## src/rtl/core/scp_pkg.sv

```systemverilog
`default_nettype none
// ----------------------------------------------------------------------------
// Serial command parser package
// Phase and action code types, character constants and the mnemonic table.
// ----------------------------------------------------------------------------
package scp_pkg;

  localparam int unsigned ByteW = 8;
  localparam int unsigned ArgW  = 32;
  localparam int unsigned MnemW = 3 * ByteW;

  localparam logic [ByteW-1:0] TermReset = 8'd59;

  localparam logic [ByteW-1:0] ChSpace = 8'h20;
  localparam logic [ByteW-1:0] ChTab   = 8'h09;
  localparam logic [ByteW-1:0] ChCr    = 8'h0d;
  localparam logic [ByteW-1:0] ChPlus  = 8'h2b;
  localparam logic [ByteW-1:0] ChMinus = 8'h2d;
  localparam logic [ByteW-1:0] ChZero  = 8'h30;
  localparam logic [ByteW-1:0] ChNine  = 8'h39;

  // Largest accumulator value that can still take a digit, and its last digit.
  localparam logic [ArgW-1:0] AccLimit   = 32'd429496729;
  localparam logic [3:0]      DigitLimit = 4'd5;

  typedef enum logic [2:0] {
    PH_LEAD,
    PH_LETTER,
    PH_SPACE,
    PH_DIGITS,
    PH_IGNORE
  } phase_t;

  typedef enum logic [2:0] {
    ACT_NONE = 3'd0,
    ACT_SEL  = 3'd1,
    ACT_CLO  = 3'd2,
    ACT_PMA  = 3'd3,
    ACT_PMB  = 3'd4,
    ACT_PUL  = 3'd5
  } action_t;

  function automatic logic [MnemW-1:0] pack3(input logic [ByteW-1:0] a,
                                             input logic [ByteW-1:0] b,
                                             input logic [ByteW-1:0] c);
    return {c, b, a};
  endfunction

  function automatic action_t lookup_action(input logic [MnemW-1:0] m);
    action_t act;
    act = ACT_NONE;
    if (m == pack3("s", "e", "l")) act = ACT_SEL;
    else if (m == pack3("c", "l", "o")) act = ACT_CLO;
    else if (m == pack3("p", "m", "v")) act = ACT_PMA;
    else if (m == pack3("p", "m", "a")) act = ACT_PMA;
    else if (m == pack3("p", "m", "b")) act = ACT_PMB;
    else if (m == pack3("p", "u", "l")) act = ACT_PUL;
    return act;
  endfunction

endpackage
`default_nettype wire

```

## src/rtl/core/serial_command_parser.sv

```systemverilog
`default_nettype none
// ----------------------------------------------------------------------------
// Serial command parser
// Parses a stream of received bytes into one action code and argument per line.
// ----------------------------------------------------------------------------
// Bytes enter on the in_ channel (valid/ready), one item per byte. Leading
// spaces are skipped, three letters form the command mnemonic, and for
// commands that take an argument a signed decimal number follows. A zero byte
// or the terminator byte (cfg_wr_data written with cfg_wr_en, 59 after reset)
// closes the line and produces one item on the out_ channel.
// Throughput is one byte per cycle while in_ready is high: the parse state and
// the multiply-by-ten accumulator are updated in the cycle a byte is accepted.
// A result appears in the output register in the cycle after its terminator
// byte is accepted. The output register holds its item while out_ready is low;
// in_ready stays high as long as the output register is empty or being emptied,
// so a stall on the out_ channel only blocks input when a finished result
// still waits. Synchronous reset returns the parser to the start of a line,
// empties the output register and sets the terminator back to 59.
// ----------------------------------------------------------------------------
module serial_command_parser (
  input  wire logic                      clk,
  input  wire logic                      rst_n,
  input  wire logic                      cfg_wr_en,
  input  wire logic [scp_pkg::ByteW-1:0] cfg_wr_data,
  input  wire logic                      in_valid,
  output logic                           in_ready,
  input  wire logic [scp_pkg::ByteW-1:0] in_rx_byte,
  output logic                           out_valid,
  input  wire logic                      out_ready,
  output logic [2:0]                     out_action_code,
  output logic [scp_pkg::ArgW-1:0]       out_argument
);
  import scp_pkg::*;

  logic [ByteW-1:0] term_r;
  phase_t           phase_r, phase_nxt;
  logic [1:0]       letter_cnt_r, letter_cnt_nxt;
  logic [MnemW-1:0] mnem_r, mnem_nxt;
  logic [ArgW-1:0]  acc_r, acc_nxt;
  logic             ovf_r, ovf_nxt;
  logic             minus_r, minus_nxt;
  logic             mism_r, mism_nxt;

  logic             out_valid_r, out_valid_nxt;
  action_t          out_act_r, out_act_nxt;
  logic [ArgW-1:0]  out_arg_r, out_arg_nxt;

  logic             in_acc;
  logic             is_term, is_ws, is_digit, digit_fits;
  logic [3:0]       digit;
  logic [ArgW-1:0]  acc_x10;
  action_t          act_new, act_line;

  assign in_ready = !out_valid_r || out_ready;
  assign in_acc   = in_valid && in_ready;

  assign is_term  = (in_rx_byte == '0) || (in_rx_byte == term_r);
  assign is_ws    = (in_rx_byte == ChSpace) ||
                    ((in_rx_byte >= ChTab) && (in_rx_byte <= ChCr));
  assign is_digit = (in_rx_byte >= ChZero) && (in_rx_byte <= ChNine);
  assign digit    = in_rx_byte[3:0];
  assign digit_fits = (acc_r < AccLimit) || ((acc_r == AccLimit) && (digit <= DigitLimit));
  assign acc_x10  = {acc_r[ArgW-4:0], 3'b000} + {acc_r[ArgW-2:0], 1'b0};

  assign act_new  = lookup_action({in_rx_byte, mnem_r[2*ByteW-1:0]});
  assign act_line = (letter_cnt_r == 2'd3 && !mism_r) ? lookup_action(mnem_r) : ACT_NONE;

  // Phase sequencing.
  always_comb begin
    phase_nxt = phase_r;
    if (is_term) begin
      phase_nxt = PH_LEAD;
    end else begin
      unique case (phase_r)
        PH_LEAD: begin
          if (in_rx_byte != ChSpace) phase_nxt = PH_LETTER;
        end
        PH_LETTER: begin
          if (letter_cnt_r == 2'd2) begin
            if (act_new == ACT_NONE || act_new == ACT_CLO) phase_nxt = PH_IGNORE;
            else phase_nxt = PH_SPACE;
          end
        end
        PH_SPACE: begin
          if (!is_ws) begin
            if (in_rx_byte == ChPlus || in_rx_byte == ChMinus || is_digit) begin
              phase_nxt = PH_DIGITS;
            end else begin
              phase_nxt = PH_IGNORE;
            end
          end
        end
        PH_DIGITS: begin
          if (!is_digit) phase_nxt = PH_IGNORE;
        end
        default: phase_nxt = PH_IGNORE;
      endcase
    end
  end

  // Line state and result.
  always_comb begin
    letter_cnt_nxt = letter_cnt_r;
    mnem_nxt       = mnem_r;
    acc_nxt        = acc_r;
    ovf_nxt        = ovf_r;
    minus_nxt      = minus_r;
    mism_nxt       = mism_r;
    out_valid_nxt  = out_valid_r && !out_ready;
    out_act_nxt    = out_act_r;
    out_arg_nxt    = out_arg_r;

    case (phase_r)
      PH_LEAD: begin
        mnem_nxt = {{(MnemW-ByteW){1'b0}}, in_rx_byte};
      end
      PH_LETTER: begin
        if (letter_cnt_r == 2'd1) mnem_nxt = {mnem_r[MnemW-1:2*ByteW], in_rx_byte, mnem_r[ByteW-1:0]};
        else mnem_nxt = {in_rx_byte, mnem_r[2*ByteW-1:0]};
      end
      default: ;
    endcase

    if (is_term) begin
      out_valid_nxt  = 1'b1;
      out_act_nxt    = act_line;
      if (act_line == ACT_NONE || act_line == ACT_CLO) out_arg_nxt = '0;
      else if (ovf_r) out_arg_nxt = '1;
      else if (minus_r) out_arg_nxt = '0 - acc_r;
      else out_arg_nxt = acc_r;
      letter_cnt_nxt = '0;
      mnem_nxt       = '0;
      acc_nxt        = '0;
      ovf_nxt        = 1'b0;
      minus_nxt      = 1'b0;
      mism_nxt       = 1'b0;
    end else begin
      case (phase_r)
        PH_LEAD: begin
          if (in_rx_byte != ChSpace) letter_cnt_nxt = 2'd1;
          else mnem_nxt = mnem_r;
        end
        PH_LETTER: begin
          letter_cnt_nxt = letter_cnt_r + 2'd1;
          if (letter_cnt_r == 2'd2 && act_new == ACT_NONE) mism_nxt = 1'b1;
        end
        PH_SPACE, PH_DIGITS: begin
          if (phase_r == PH_SPACE && !is_ws && in_rx_byte == ChMinus) minus_nxt = 1'b1;
          if (is_digit && !ovf_r) begin
            if (digit_fits) acc_nxt = acc_x10 + {{(ArgW-4){1'b0}}, digit};
            else ovf_nxt = 1'b1;
          end
        end
        default: ;
      endcase
    end
  end

  always_ff @(posedge clk) begin
    if (!rst_n) begin
      term_r       <= TermReset;
      phase_r      <= PH_LEAD;
      letter_cnt_r <= '0;
      mnem_r       <= '0;
      acc_r        <= '0;
      ovf_r        <= 1'b0;
      minus_r      <= 1'b0;
      mism_r       <= 1'b0;
      out_valid_r  <= 1'b0;
    end else begin
      if (cfg_wr_en) term_r <= cfg_wr_data;
      if (in_acc) begin
        phase_r      <= phase_nxt;
        letter_cnt_r <= letter_cnt_nxt;
        mnem_r       <= mnem_nxt;
        acc_r        <= acc_nxt;
        ovf_r        <= ovf_nxt;
        minus_r      <= minus_nxt;
        mism_r       <= mism_nxt;
        out_valid_r  <= out_valid_nxt;
      end else begin
        out_valid_r  <= out_valid_r && !out_ready;
      end
    end
  end

  always_ff @(posedge clk) begin
    if (in_acc && is_term) begin
      out_act_r <= out_act_nxt;
      out_arg_r <= out_arg_nxt;
    end
  end

  assign out_valid       = out_valid_r;
  assign out_action_code = out_act_r;
  assign out_argument    = out_arg_r;

  a_mism_ignore: assert property (@(posedge clk) disable iff (!rst_n)
    mism_r |-> phase_r == PH_IGNORE)
    else $error("mismatch flag set outside the ignore phase");

  a_num_flags: assert property (@(posedge clk) disable iff (!rst_n)
    (ovf_r || minus_r) |-> (phase_r == PH_DIGITS || phase_r == PH_IGNORE))
    else $error("number flags set before the number phase");

  a_lead_count: assert property (@(posedge clk) disable iff (!rst_n)
    (phase_r == PH_LEAD) |-> (letter_cnt_r == 2'd0 && acc_r == '0))
    else $error("line state not cleared at the start of a line");

  a_no_arg: assert property (@(posedge clk) disable iff (!rst_n)
    (out_valid_r && (out_act_r == ACT_NONE || out_act_r == ACT_CLO)) |-> out_arg_r == '0)
    else $error("argument given for a command without one");

  a_term_result: assert property (@(posedge clk) disable iff (!rst_n)
    (in_acc && is_term) |=> out_valid_r && phase_r == PH_LEAD)
    else $error("terminator did not produce a result");

endmodule
`default_nettype wire
```

## config.mk

```make
export PLATFORM = sky130hd
export DESIGN_NAME = serial_command_parser
export DESIGN_NICKNAME = d
export VERILOG_FILES = /design/src/rtl/core/scp_pkg.sv /design/src/rtl/core/serial_command_parser.sv
export SDC_FILE = /design/constraint.sdc
export NUM_CORES = 1
export LEC_CHECK = 0
export BUFFER_PORTS_ARGS = -buffer_cell sky130_fd_sc_hd__buf_4
export CAP_MARGIN = 20
export CORE_MARGIN = 2
export CORE_UTILIZATION = 40
export DETAILED_ROUTE_END_ITERATION = 16
export GPL_TIMING_DRIVEN = 0
export PLACE_DENSITY_LB_ADDON = 0.08
export SLEW_MARGIN = 20
export SYNTH_ARGS = -nofsm -noshare
export SYNTH_HDL_FRONTEND = slang
export SYNTH_SLANG_ARGS = --single-unit
```

## constraint.sdc

```tcl
create_clock -name clk -period 10.26 [get_ports clk]
set_clock_uncertainty 0.1 [all_clocks]
set_input_delay 0.513 -clock clk [delete_from_list [all_inputs] [get_ports clk]]
set_output_delay 0.513 -clock clk [all_outputs]
set_load 0.01 [all_outputs]
```

==> Word level (Yosys, flattened, before mapping) <==
Cells that the tools add are included.
{ "classes": {"add_sub_neg": 4, "n_lt_le_gt_ge": 6, "eq_ne": 31, "n_mux": 47, "n_reduce_logical": 44} }
{ "ops": {"columns": ["cell", "n"], "rows": [
  ["$eq A24 B23 Y1 const B", 12],
  ["$mux W32", 6],
  ["$mux W24", 4],
  ["$mux W3", 20],
  ["$pmux W24 S2", 1],
  ["$add A32 B32 Y32", 1],
  ["$add A32 B4 Y32", 1],
  ["$eq A32 B29 Y1 const B", 1],
  ["$lt A32 B29 Y1 const B", 1],
  ["$sub A1 B32 Y32 const A", 1],
  ["$eq A8 B6 Y1 const B", 3],
  ["$eq A3 B2 Y1 const B", 4],
  ["$mux W1", 12],
  ["$ne A3 B3 Y1 const B", 4],
  ["$pmux W3 S4", 1],
  ["$reduce_bool A2 Y1", 6],
  ["$logic_and A1 B1 Y1", 11],
  ["$logic_not A3 Y1", 3],
  ["$reduce_and A3 Y1", 3],
  ["$eq A8 B8 Y1", 1],
  ["$ge A8 B4 Y1 const B", 1],
  ["$ge A8 B6 Y1 const B", 1],
  ["$le A8 B4 Y1 const B", 1],
  ["$le A8 B6 Y1 const B", 1],
  ["other kinds (17)", 32]
]} }
{ "word_totals": {"regBits": 108, "in_bits": 21, "wordCells": 143} }

==> Depth between registers and ports, before layout <==
{ "depth": {"word_depth": 13, "ltp_mapped": 12} }

==> Least setup slack after synthesis <==
OpenSTA, ideal clock, no wires.
{ "synth_path": {"path_type": "input port to flip-flop", "from": "input in_rx_byte[3] in the netlist's numbering", "to": "register acc_r[30]", "setup_ns": 0.130, "t_arrival_ns": 3.044, "t_required_ns": 10.030, "slack_ns": 6.986, "path_stages": 10, "cell_sequence": "fa_1 > fa_1 > a211oi_1 > o21bai_1 > a31oi_1 > o311a_1 > a211oi_1 > o21ai_0 > mux2i_1 > o211ai_1"} }
{ "synth_between": {"elab_chain_len": 5, "word_cells_on_any_way": 19} }
{ "synth_lines": {"columns": ["item", "line_no", "source"], "rows": [
  ["start: declaration", "serial_command_parser.sv:27", "input wire logic [scp_pkg::ByteW-1:0] in_rx_byte,"],
  ["$add A32 B4 Y32, or another cell as far along", "serial_command_parser.sv:150", "if (digit_fits) acc_nxt = acc_x10 + {{(ArgW-4){1'b0}}, digit};"],
  ["$mux W32, or another cell as far along", "serial_command_parser.sv:150", null],
  ["$mux W32, or another cell as far along", "serial_command_parser.sv:149", "if (is_digit && !ovf_r) begin"],
  ["$mux W32 or $reduce_bool A2 Y1 (tied branches)", null, null],
  ["$mux W32 or $reduce_and A4 Y1 (tied branches)", null, null],
  ["end signal: assignment", "serial_command_parser.sv:176", "acc_r <= acc_nxt;"],
  ["end: declaration", "serial_command_parser.sv:39", "logic [ArgW-1:0] acc_r, acc_nxt;"]
]} }
Several ways; a longest one is shown, not always the timed one. The select of a mux whose other input is x is not followed.
A chain may end at the register's enable or synchronous reset.

==> Worst setup path in the final report <==
{ "layout_path": {"from": "register acc_r[2]", "to": "register acc_r[30]"} }
{ "layout_between": {"elab_chain_len": 6, "word_cells_on_any_way": 12} }
{ "layout_lines": {"columns": ["item", "line_no", "source"], "rows": [
  ["$add A32 B32 Y32", "serial_command_parser.sv:63", "assign acc_x10 = {acc_r[ArgW-4:0], 3'b000} + {acc_r[ArgW-2:0], 1'b0};"],
  ["$add A32 B4 Y32", "serial_command_parser.sv:150", null],
  ["$mux W32", "serial_command_parser.sv:150", null],
  ["$mux W32", "serial_command_parser.sv:149", null],
  ["$mux W32", "serial_command_parser.sv:138", "case (phase_r)"],
  ["$mux W32", "serial_command_parser.sv:124", "if (is_term) begin"]
]} }
Several ways; a longest one is shown, not always the timed one. The select of a mux whose other input is x is not followed.

==> results list <==
* CTS Root Cell: clkbuf_16
- Detailed-route wire length per cell: 17.37 um
- Slowest stage delay, CP: 0.59 ns
* Run status: finished clean
* Number of different library cells in the post-synthesis netlist: 76
* Leakage power: 3.299 nW
- Measured on the finished design, the core utilization comes to 0.4619.
- Setup repair after global routing left no endpoint under its margin.
- The die covers 0.01935 mm2.
* Core region area: 0.01796 mm2
- For this run, the number of standard cells in the final layout without fillers is 1,128.
- Top flip-flop cell by instance count after synthesis: dfxtp_1
- The first global-routing pass estimated 31,950 um of wire.
* Worst vdd rail ir drop: 0.00007197 V
- The worst setup path is captured at a register.
- Post-DR vias/cell: 5.714
- After synthesis the netlist holds a flip-flop and latch count of 108.
* Layout cells sized above 1: 0.1079
- Entering global routing, the biggest net connects 38 pins.
* Maximum clock frequency: 0.2569 GHz
- Dividing total power by cell area gives a power density of 107.0 mW/mm2.
* Number of port buffers: 53
- The Yosys step of the flow raised 0 warnings.
* CTS Buf Count: 9
* Width of the die: 139.1 um
- At the pin with the least slew margin, the transition time is 0.9600 ns.
- For the worst setup path, the data arrival time is 4.02 ns.
- Of all flip-flops after synthesis, the portion carrying an async set or reset was 0.
- In the global route stage, overall resource usage came out at 0.2014.
- Worst setup path category: reg -> reg
- Required time worst endpoint: 10.39 ns
* Leftover overflow at the end of global routing: 0
- Area share of the largest cell type after synthesis: 0.2001
* Placer Congestion: 0.9138
- 0 antenna diodes ended up in the layout.
- STA classifies the critical path startpoint as a register.
* Number of buffers on the longest clock path: 2
- Measured along the y axis, the die boundary spans 139.1 um.
- Part of the Yosys area used for sequential elements: 0.3441
- After synthesis, the cell types taking the most area are dfxtp_1, edfxtp_1, ha_1.
- Drt drc: 0
* Final setup vio count: 0
* Number of global-route vias before repair: 6,081
- Fin. max-slew vios: 0
* Total instance count after detailed placement: 1,112
- Area overhead of the layout relative to synthesis: 13.62%
- The detail route stage leaves a number of antenna-violating nets equal to 0.
- Buffering stage count on the worst path with inverters included: 0
- The tree built by TritonCTS fans out to 108 sinks.
- In this run the worst hold path is classified as in -> reg.
- The initial utilization of the core area, before any placement, comes to 0.4065.
- Via total after detailed routing: 6,445
* CTS H-Tree Depth: 3
- Dividing the synthesized area by the synthesized cell count gives 8.798 um2.
- Summed over all nets, the half-perimeter wirelength after detailed placement is 15,420 um.
- The final layout contains 980 nets.
- MaxCap Viol Count: 0
- Shortest clock period the worst path allows after layout: 3.892 ns
- Number of buffers inserted for hold repair after clock tree synthesis: 0
- Initial antenna violation count: 0
* I/O pin count: 58
- Clock latency on the worst-skew pair, taken at its later pin, is 0.36 ns.
- After floorplanning, the core was divided into 49 placement rows.
- Clock input transition at the sequential cells of the worst setup and hold paths: 0.07 ns
* TritonCTS clock tree: done
- The first routing iteration left 401 violations.
- Traced cell by cell, the critical path runs through fa_1 -> fa_1 -> a211oi_1 -> o21bai_1 -> a31oi_1 -> o311a_1 -> a211oi_1 -> o21ai_0 -> mux2i_1 -> o211ai_1.
- After technology mapping, the gate count stands at 830.
- Of the available clock period, the critical path in the final layout requires 0.3794.
- Slowest cell on the critical path: dfxtp_1
* Detailed-router iteration count before antenna repair: 4
- The cell family contributing the most delay on the critical path is compound AO/OA/AOI/OAI gates.
- Number of hold-slack violations in the final timing report: 0
- Gates resized during post-CTS repair numbered 0.
* Worst-case headroom to the max-slew limit: 0.3551
- Number of enable-type register cells in the synthesized netlist: 35
- Mapped cell area: 0.007302 mm2
- Post-synth net total: 916
* Total negative slack: 0 ns
- Leading area contributor after synthesis: dfxtp_1
- Critical path peak fanout: 9
- Wire length after detailed routing: 19,590 um
- After clock tree synthesis, the setup repair step added 0 buffers.
==> final timing paths <==
| kind | from | cells past startpoint | slack [ns] | to |
|---|---|---|---|---|
| setup reg to reg | acc_r[2] | 10 | 6.37 | acc_r[30] |
| hold / removal | cfg_wr_data[0] | 3 | 0.26 | term_r[0] |
| setup / recovery | acc_r[2] | 10 | 6.37 | acc_r[30] |
| hold reg to reg | mnem_r[5] | 2 | 0.35 | mnem_r[5] |
==> logic make-up after synthesis <==
kind of cell | synth area share
compound gates | 0.2181
xor+xnor | 0.08156
fa+ha+maj | 0.1134
buf+inv | 0.03872
flops | 0.3441
mux | 0.01936
simple gates | 0.1847
==> stage by stage <==
stage               setup WS [ns]  power, mW  cell area, um2  hold slack (ns)
CTS                         6.328     0.8944            8297           0.2559
detailed placement          6.266     0.5340            7986           0.3451
global placement            6.171     0.5322            7986           0.3363
global route                6.095     0.9208            8297           0.2645
floorplan                   6.986     0.5096            7302           0.3268
finish                      6.368     0.8878            8297           0.2637
==> metal layers <==
| metal | vias up | share of wire | track usage |
|---|---|---|---|
| met1 | 3058 | 0.52 | 0.3037 |
| met2 | 147 | 0.43 | 0.2974 |
| li1 | 3219 | - | - |
| met3 | 21 | 0.038 | 0.02521 |
| met4 | 0 | 0.016 | 0.06645 |
| met5 | - | 0 | 0 |
==> layout make-up <==
class                   count  area (um2)
flip-flops and latches    108        2512
multi-input cells         657        4507
clock buffers              10       250.2
inverters                  14       52.55
well taps                 229       286.5
clock inverters             6       60.06
fillers                  1764        9667
repair buffers             53       397.9
plain buffers              51       230.2
==> registers in the layout, summed over array words and instances, names as in the netlist <==
| signal | flops |
|---|---|
| acc_r | 32 |
| out_argument | 32 |
| mnem_r | 24 |
| term_r | 8 |
| out_action_code | 3 |
| phase_r | 3 |
| letter_cnt_r | 2 |
| minus_r | 1 |
| mism_r | 1 |
| out_valid | 1 |
| ovf_r | 1 |
==> layout by cell type (no fill, tap or decap), types with 18 or more instances in the layout <==
| cell type | netlist | final |
|---|---|---|
| a22oi_1 | 18 | 18 |
| a21oi_1 | 98 | 98 |
| nand4_1 | 25 | 25 |
| xnor2_1 | 34 | 34 |
| ha_1 | 63 | 63 |
| nor2_1 | 63 | 63 |
| buf_4 | 1 | 54 |
| xor2_1 | 34 | 34 |
| clkbuf_1 | 41 | 41 |
| o21ai_0 | 40 | 40 |
| dfxtp_1 | 73 | 73 |
| edfxtp_1 | 35 | 35 |
| nand2_1 | 64 | 64 |
==> cell usage after synthesis, types with 3 or more instances <==
master and instances:
a21oi_1 98, dfxtp_1 73, nand2_1 64, ha_1 63
nor2_1 63, clkbuf_1 41, o21ai_0 40, edfxtp_1 35
xnor2_1 34, xor2_1 34, nand4_1 25, a22oi_1 18
nand3_1 17, nor3_1 17, inv_1 14, mux2i_1 13
a21o_1 12, o31ai_1 12, a22o_1 10, nor2b_1 9
nor4_1 8, or2_2 8, a211oi_1 6, a31oi_1 6
and3_1 6, and4_1 6, o21bai_1 6, nand2b_1 5
o211ai_1 5, o21a_1 5, nor4b_1 4, o41ai_1 4
a32o_1 3, a41oi_1 3, and2_1 3, nand3b_1 3
nor3b_1 3, o22ai_1 3, or3_1 3, or4_4 3
==> report_power, final <==
group / switching, mW / leakage, nW / internal, mW
clock network: 0.159 / 0.151 / 0.203
registers: 0.00689 / 0.834 / 0.447
logic: 0.0458 / 2.31 / 0.0258
==> worst reg2reg max path: cells and delay by family, from the launching register on <==
family / cells / cell delay, ns
adder cells (fa/ha/maj): 2 / 1.05
AO/OA/AOI/OAI: 7 / 1.77
flip-flops: 1 / 0.59
multiplexers: 1 / 0.25
No activity file was read; power rests on OpenSTA's default activity.
